**src/hdl/ggc_color_ram.sv**
```systemverilog
// Color memory: the color given to each vertex in the current pass.
// One write port and one registered read port; no reset. Depends on nothing.
module ggc_color_ram #(
  parameter int MAX_VERTICES = 64,
  parameter int DATA_W       = 6
) (
  input  logic                             clk,
  input  logic                             we,
  input  logic [$clog2(MAX_VERTICES)-1:0]  waddr,
  input  logic [DATA_W-1:0]                wdata,
  input  logic                             re,
  input  logic [$clog2(MAX_VERTICES)-1:0]  raddr,
  output logic [DATA_W-1:0]                rdata
);

  logic [DATA_W-1:0] mem [MAX_VERTICES];

  always_ff @(posedge clk) begin
    if (we) begin
      mem[waddr] <= wdata;
    end
    if (re) begin
      rdata <= mem[raddr];
    end
  end

endmodule

```
**config.mk**
```make
export PLATFORM = sky130hd
export DESIGN_NAME = ggc_color_ram
export DESIGN_NICKNAME = d
export VERILOG_FILES = /design/src/hdl/ggc_color_ram.sv
export SDC_FILE = /design/constraint.sdc
export NUM_CORES = 1
export LEC_CHECK = 0
export BUFFER_PORTS_ARGS = -buffer_cell sky130_fd_sc_hd__clkbuf_2
export CORE_MARGIN = 8
export CORE_UTILIZATION = 30
export DETAILED_ROUTE_END_ITERATION = 16
export GPL_ROUTABILITY_DRIVEN = 1
export SYNTH_ARGS = -nofsm -noshare
export SYNTH_HDL_FRONTEND = slang
export SYNTH_SLANG_ARGS = --single-unit
```
**constraint.sdc**
```tcl
create_clock -name clk -period 3.05 [get_ports clk]
set_input_delay 0.61 -clock clk [delete_from_list [all_inputs] [get_ports clk]]
set_output_delay 0.61 -clock clk [all_outputs]
set_load 0.03 [all_outputs]
```
==> flow_summary.toml <==
[status]
status = "finished, final reports clean"

[drt]
wl_per_cell_um = 23.1
ant_nets = 0
totalWireLength_um = 34900
route.vias.total = 7407
viasPerCell = 4.89
route.detailed.drc = 0
drt-pass1-iter-count = 6
drtIter0Drc = 638

[yosys]
synthArstFlopShare_pct = 0
yosysWarningCount = 0
syn_area_sq_um = 15300
postSynthCellCount = 720
yosysSeqAreaShare_pct = 76.6
synth_area_per_cell_sq_um = 21.2
synth_edf_count = 390
synth-seq-cells = 390
synth_nets = 741
synth.distinct_cells = 36
ys.flop_type = "edfxtp_1"

[global_routing]
grt_pass1_vias = 7701
grt_max_degree = 65
grt.total_usage_pct = 11.6
grt_overflow_total = 0
grt_pass1_wl_um = 51700
antenna_found_initial = 0

[setup_path]
regToRegEndpoint = "rdata[0]"
critical_path.cell_chain = "buf_4 > buf_4 > mux4_2 > o22a_1 > o221ai_1 > nor3_1 > o22a_1"
worstPathRequired_ps = 3460
timing.rr.start = "mem[42][0]"
worstSetupEndpointType = "flip-flop"
reg2reg_setup_slack_ps = 1130
path_class = "in2reg"
cpPeakStageDelay_ps = 520
cpMaxStageDelayCell = "nor3_1"
critPathLaunchType = "input pin"
critPathArrivalTime_ps = 2600
cp_max_fo = 33
reg2regPathDepth = 5

[place]
io_buffers = 26
dp_hpwl_um = 22700
place_congestion = 0.790
placed_cell_area_sq_um = 16600

[timing]
min_period_over_period_pct = 71.7
setup_tns_ps = 0
skew_ps = 21.2
fmax_mhz = 457
setup_viol = 0
rsz0062_at_grt = "no"
worst_pin_slew_ps = 719
fin_crit_ps = 2190
relSlewSlack_pct = 52.1
drv_slew = 0
hold_viol_final = 0
hold_slack_ps = 367

[final_layout]
final_common_cell = "edfxtp_1"
drive_gt1_share_pct = 29.1
final_core_util_pct = 35.4
syn_to_final_growth_pct = 16.4
stdcell_area_sq_um = 17800
nNetsFinal = 834
final_cell_mix = "390 x edfxtp_1, 87 x mux4_2, 67 x nor2_1"

[clocking]
cts_buffers = 40
tritoncts = "built"
post_cts_buffers = 0
cts_sinks = 390
ctsHoldBuffers = 0
htreeDepth = 2
cts_resized = 0
clk-insertion-delay-late_ps = 540
cts_root_buf = "clkbuf_16"
cts.reportedPaths.clkPinSlew_ps = 60
cts.path.max_buffers = 3

[floorplanning]
core_sq_um = 50300
initial_core_util_pct = 30.4
die_y_um = 242
die_w_um = 242
rows = 82
fp.dieArea_sq_um = 58400
io_pins = 27

[pwr]
ir_drop_mv = 0.409
finalPower_mw = 11.1
powerDensity_nw_per_um2 = 627
leakagePower_nw = 5.55

[hold_path]
hp-class = "in2reg"
hold_path_end = "mem[39][1]"
hold_path_depth = 1
worstHoldStart = "wdata[1]"

[flow_run]
cap_violations = 0
==> registers in the layout, summed over array words and instances (netlist names) <==
| register | count |
|---|---|
| mem | 384 |
| rdata | 6 |
==> cells in the mapped netlist (all sizes together), types with 8 or more instances <==
master / count / area share [%]
nor2b: 8 / 0.33
o221ai: 9 / 0.52
edfxtp: 390 / 77
clkbuf: 16 / 0.39
buf: 23 / 1.3
nand3: 11 / 0.36
mux2: 9 / 0.66
mux2i: 15 / 0.98
nand2: 8 / 0.20
o22ai: 12 / 0.49
mux4: 93 / 14
nor2: 67 / 1.6
==> worst max-delay path by stage <==
stage                  start        to  slack (ps)  depth (start not counted)
detailed placement  raddr[1]  rdata[4]         290                          7
global route        raddr[1]  rdata[4]         840                          7
global placement    raddr[1]  rdata[4]         290                          7
floorplan           raddr[0]  rdata[0]         750                          7
finish              raddr[1]  rdata[4]         860                          7
CTS                 raddr[1]  rdata[4]         840                          7
==> critical path, delay by kind of cell <==
kind                   cells  cell delay (ps)
AO/OA/AOI/OAI              3              460
buffers and inverters      2              690
multiplexers               1              250
AND/OR/NAND/NOR            1              520
==> metal layers <==
metal	share of wire, %	GRT usage, %	vias to the layer above
met2	45	17.8	256
met1	46	16.7	3898
li1	-	-	3208
met4	1.8	3.05	0
met5	0	0	-
met3	6.7	2.43	45
==> metrics by stage <==
step,setup WS (ps),std cells
finish,864,1514
global route,839,1513
CTS,835,1513
detailed placement,293,1443
global placement,295,1443
floorplan,755,720
==> report_power, final <==
| group | total [mW] | switching [mW] | internal, mW |
|---|---|---|---|
| clock network | 4.60 | 1.96 | 2.64 |
| registers | 5.96 | 0.0193 | 5.94 |
| logic | 0.586 | 0.366 | 0.220 |
| total | 11.1 | 2.35 | 8.80 |
==> final cells by class <==
class / count / area (sq um)
Fill cell: 4704 / 32500
Clock buffer: 49 / 1060
Tap cell: 672 / 841
Antenna cell: 1 / 2.50
Timing Repair Buffer: 90 / 694
Clock inverter: 21 / 165
Multi-Input combinational cell: 291 / 3320
Sequential cell: 390 / 11700
==> kinds of logic (layout without fill, tap and decap cells) <==
family	after synthesis	in the layout	share of synthesized area, %
AO/OA/AOI/OAI	54	54	2.59
buffers and inverters	39	160	1.65
flip-flops	390	390	76.6
multiplexers	117	117	15.5
other	0	1	0
AND/OR/NAND/NOR	120	120	3.66
No activity file was read; power rests on OpenSTA's default activity.
