File: config.mk
export PLATFORM = sky130hd
export DESIGN_NAME = ggc_taken_unit
export DESIGN_NICKNAME = d
export VERILOG_FILES = /design/src/hdl/ggc_pkg.sv /design/src/hdl/ggc_taken_unit.sv
export SDC_FILE = /design/constraint.sdc
export NUM_CORES = 1
export LEC_CHECK = 0
export ABC_AREA = 1
export BUFFER_PORTS_ARGS = -buffer_cell sky130_fd_sc_hd__buf_4
export CAP_MARGIN = 15
export CORE_MARGIN = 2
export CORE_UTILIZATION = 28
export DETAILED_ROUTE_END_ITERATION = 12
export GPL_TIMING_DRIVEN = 0
export PLACE_DENSITY = 0.4
export SYNTH_ARGS = -nofsm -noshare
export SYNTH_HDL_FRONTEND = slang
export SYNTH_SLANG_ARGS = --single-unit
File: constraint.sdc
create_clock -name clk -period 1.6 [get_ports clk]
set_input_delay 0.24 -clock clk [delete_from_list [all_inputs] [get_ports clk]]
set_output_delay 0.24 -clock clk [all_outputs]
set_load 0.01 [all_outputs]
File: src/hdl/ggc_pkg.sv
// Shared types and constants for the greedy graph coloring block.
// Used by ggc_adj_store, ggc_taken_unit and the top level; depends on nothing else.
package ggc_pkg;

  // Field widths fixed by the stream and configuration formats.
  localparam int VID_W   = 6;   // vertex_a, vertex_b, vertex_id, color
  localparam int CMD_W   = 2;   // command carried in tuser
  localparam int CFG_W   = 7;   // vertex_count register
  localparam int TDATA_W = 16;  // both tdata buses, padded to whole bytes
  localparam int PAD_W   = TDATA_W - 2 * VID_W;

  // Commands of an input transfer.
  typedef enum logic [CMD_W-1:0] {
    CMD_ADD   = 2'd0,
    CMD_COLOR = 2'd1,
    CMD_CLEAR = 2'd2
  } cmd_t;

  // Request to the adjacency store.
  typedef struct packed {
    logic             rd;
    logic             wr;
    logic             clr;
    logic [VID_W-1:0] addr;
  } adj_req_t;

  // Control of the shared taken-color unit.
  typedef struct packed {
    logic             clr;
    logic             set;
    logic [VID_W-1:0] set_idx;
    logic [VID_W-1:0] test_idx;
  } taken_ctl_t;

endpackage

File: src/hdl/ggc_taken_unit.sv
// Taken-color unit: a mask of colors held by earlier neighbors, set one bit
// a cycle during the neighbor scan and tested one bit a cycle during the
// free-color search. Depends on ggc_pkg.
module ggc_taken_unit #(
  parameter int MAX_VERTICES = 64
) (
  input  logic                  clk,
  input  ggc_pkg::taken_ctl_t   ctl,
  output logic                  bit_taken
);

  localparam int IDX_W = $clog2(MAX_VERTICES);

  logic [MAX_VERTICES-1:0] taken;

  // Clear at the start of each vertex, then mark one neighbor color per cycle.
  always_ff @(posedge clk) begin
    if (ctl.clr) begin
      taken <= '0;
    end else if (ctl.set) begin
      taken[ctl.set_idx[IDX_W-1:0]] <= 1'b1;
    end
  end

  assign bit_taken = taken[ctl.test_idx[IDX_W-1:0]];

endmodule

==> results_dict.tcl <==
set metrics [dict create \
    core_area_sq_um 9770 \
    drc 0 \
    ir_worst_vdd_mv 0.385 \
    cts_htree_levels 3 \
    grt_pass1_vias 2637 \
    wl_per_cell_um 17.4 \
    status "finished with violations" \
    hold_viol_final 0 \
    cts_buffer_depth 2 \
    required_ns 1.36 \
    dieHeight_um 104 \
    reg_top3 "taken x64" \
    synth.avg_cell_area_sq_um 7.29 \
    clkTransAtPathRegs_ns 0.07 \
    die-area_sq_um 10900 \
    timing.rr.end "taken[36]" \
    hpwl_um 6120 \
    violations "setup timing" \
    r2r_cells 2 \
    syn-instance-count 387 \
    cp-startpoint "ctl[2]" \
    layout.nets 423 \
    drt_iter0_markers 101 \
    cts.sinks 64 \
    synth_top_cell_area_share_pct 45.4 \
    pwr-share-comb_pct 11.1 \
    io-pin-count 16 \
    totalWireLength_um 9480 \
    max-slew-margin-rel_pct 27.7 \
    regToRegSetupSlack_ns 0.98 \
    power_switching_mw 0.960 \
    utilization_pct 35.5 \
    synthMuxAreaShare_pct 0 \
    yosys.area_share.simple_pct 37.9 \
    cts_buffers 9 \
    seq_area_frac_synth_pct 45.4 \
    row_count 36 \
    whs_ns 0.279 \
    p_seq_share_pct 47.3 \
    maxSlewViolCount 0 \
    viasPerCell 4.93 \
    synth_area_leader_cell "dfxtp_1" \
    finClkSkew_ns 0 \
    regMostFlops "taken" \
    leakagePower_nw 1.29 \
    ant_nets 0 \
    drt_pass1_iterations 4 \
    synth_xor_area_share_pct 0 \
    gp_congestion 0.770 \
    rsz0062_at_grt "yes" \
    maxCapViolCount 0 \
    vias 2691 \
    grt_max_degree 13 \
    clk_latency_ns 0.34 \
    cp-end-kind "primary output" \
    die_w_um 104 \
    fillers 1096 \
    pwr-share-clk_pct 41.6 \
    finalCritPeriodShare_pct 101 \
    p_sw_share_pct 28.2 \
    root_buffer "clkbuf_8" \
    antenna_found_initial 0 \
    final_common_cell "nand2_1" \
    yosys-top-cells-area "dfxtp_1 45%, a21oi_1 11%, nand2_1 11%, nand3_1 9.6%, nor2_1 8.5%" \
    insertedDiodeCount 0 \
    start_util_pct 28.9 \
    finalCriticalPeriod_ns 1.62 \
    path_class "input port to primary output" \
    worst_slack_ns -0.0154 \
    synth_compound_area_share_pct 11.4 \
    final_cell_mix "77 x nand2_1, 64 x a21oi_1, 64 x nor2_1, 42 x nand3_1, 36 x dfxtp_1" \
    finalSetupViolCount 1 \
    areaGrowthSynthToFinish_pct 23.2 \
    cts_tree "done" \
    synth_seq_cells 64 \
    grt_pass1_wl_um 14900 \
    yosys_warnings 0 \
    netlist_area_sq_um 2820 \
    synth_top_family_by_area "simple AND/OR/NAND/NOR gates" \
    max_freq_mhz 619 \
    synth_nets 402 \
    tns_ns -0.0154 \
    grtUsageTotal_pct 18.1 \
    drive_above_1_share_pct 24.9 \
    internal-power_mw 2.44 \
    arrival_ns 1.38 \
    cp_max_fo 9 \
    timing.rr.start "taken[36]" \
    synthAdderAreaFrac_pct 0 \
    grt_overflow 0 \
    io_buffers 8 \
    worstMarginPinSlew_ns 1.08 \
    largest_reg_flops 64 \
    endpoint "bit_taken" \
    cp-start-kind "input port" \
    synthDistinctLibCells 16 \
    p_per_area_nw_per_um2 980 \
    hold_path_class "input port to flop" \
]
layer usage:
metal / global-route usage, % / routed length [um]
met4: 6.85 / 124
met3: 3.88 / 357
met5: 0 / 0
met1: 22.5 / 4400
met2: 30.4 / 4600
cells in the mapped netlist:
cell type / count
inv_2: 1
nor4_4: 2
a21oi_1: 64
nor3_4: 3
nor3_2: 2
nand3_1: 54
dfxtp_1: 64
nor4_2: 7
nand4_1: 1
buf_2: 6
nand2_1: 82
inv_1: 13
clkbuf_1: 12
nor3_1: 9
buf_4: 3
nor2_1: 64
power by group through the flow:
stage / clock network, mW / logic [mW] / registers (mW)
final: 1.42 / 0.377 / 1.61
after global placement: 0 / 0.326 / 1.65
after detailed placement: 0 / 0.326 / 1.65
after CTS: 1.46 / 0.360 / 1.61
after floorplan: 0 / 0.199 / 1.64
after global routing: 1.51 / 0.410 / 1.61
how the worst min path moves through the flow:
| stage | depth (start not counted) | from | slack (ns) | endpoint |
|---|---|---|---|---|
| global placement | 2 | taken[36] | 0.45 | taken[36] |
| global route | 3 | ctl[7] | 0.28 | taken[55] |
| detailed placement | 2 | taken[18] | 0.45 | taken[18] |
| floorplan | 2 | taken[55] | 0.43 | taken[55] |
| finish | 3 | ctl[7] | 0.28 | taken[55] |
| CTS | 3 | ctl[7] | 0.29 | taken[55] |
cells by family (layout without fill, tap and decap cells):
kind of cell    after synthesis  in the layout
flops                        64             64
compound gates               64             64
simple gates                224            224
buf+inv                      35             61
timing repair:
item                       in CTS  in global routing
gates resized for setup        48                 33
gates cloned                    0                  0
hold buffers                    0                  0
setup endpoints to repair       1                  1
pin swaps                       7                 10
buffers inserted                1                  1
cell type report:
class,count,area [sq um],share of cell area [%]
well taps,133,166,4.79
multi-input cells,288,1460,42.1
plain buffers,21,189,5.44
clock buffers,9,124,3.57
flip-flops and latches,64,1320,37.9
clock inverters,7,72.6,2.09
inverters,14,65.1,1.87
repair buffers,10,78.8,2.27
worst max-delay path: stages:
cell and delay [ns]:
clkbuf_4 0.24, clkinvlp_4 0.27, nand3_1 0.17, nand2_2 0.08
nand2_1 0.07, nand3_2 0.08, nand3_2 0.06, nand2_2 0.05
buf_6 0.11
metrics by stage:
stage / worst slack, ns / instance area (sq um) / instances / total power, mW
global placement: -0.458 / 3050 / 528 / 1.97
finish: -0.0154 / 3470 / 546 / 3.40
detailed placement: -0.463 / 3050 / 528 / 1.97
global route: -0.0992 / 3470 / 546 / 3.53
CTS: -0.0343 / 3380 / 545 / 3.43
floorplan: 0.175 / 2820 / 387 / 1.84
No activity file was read; power rests on OpenSTA's default activity.
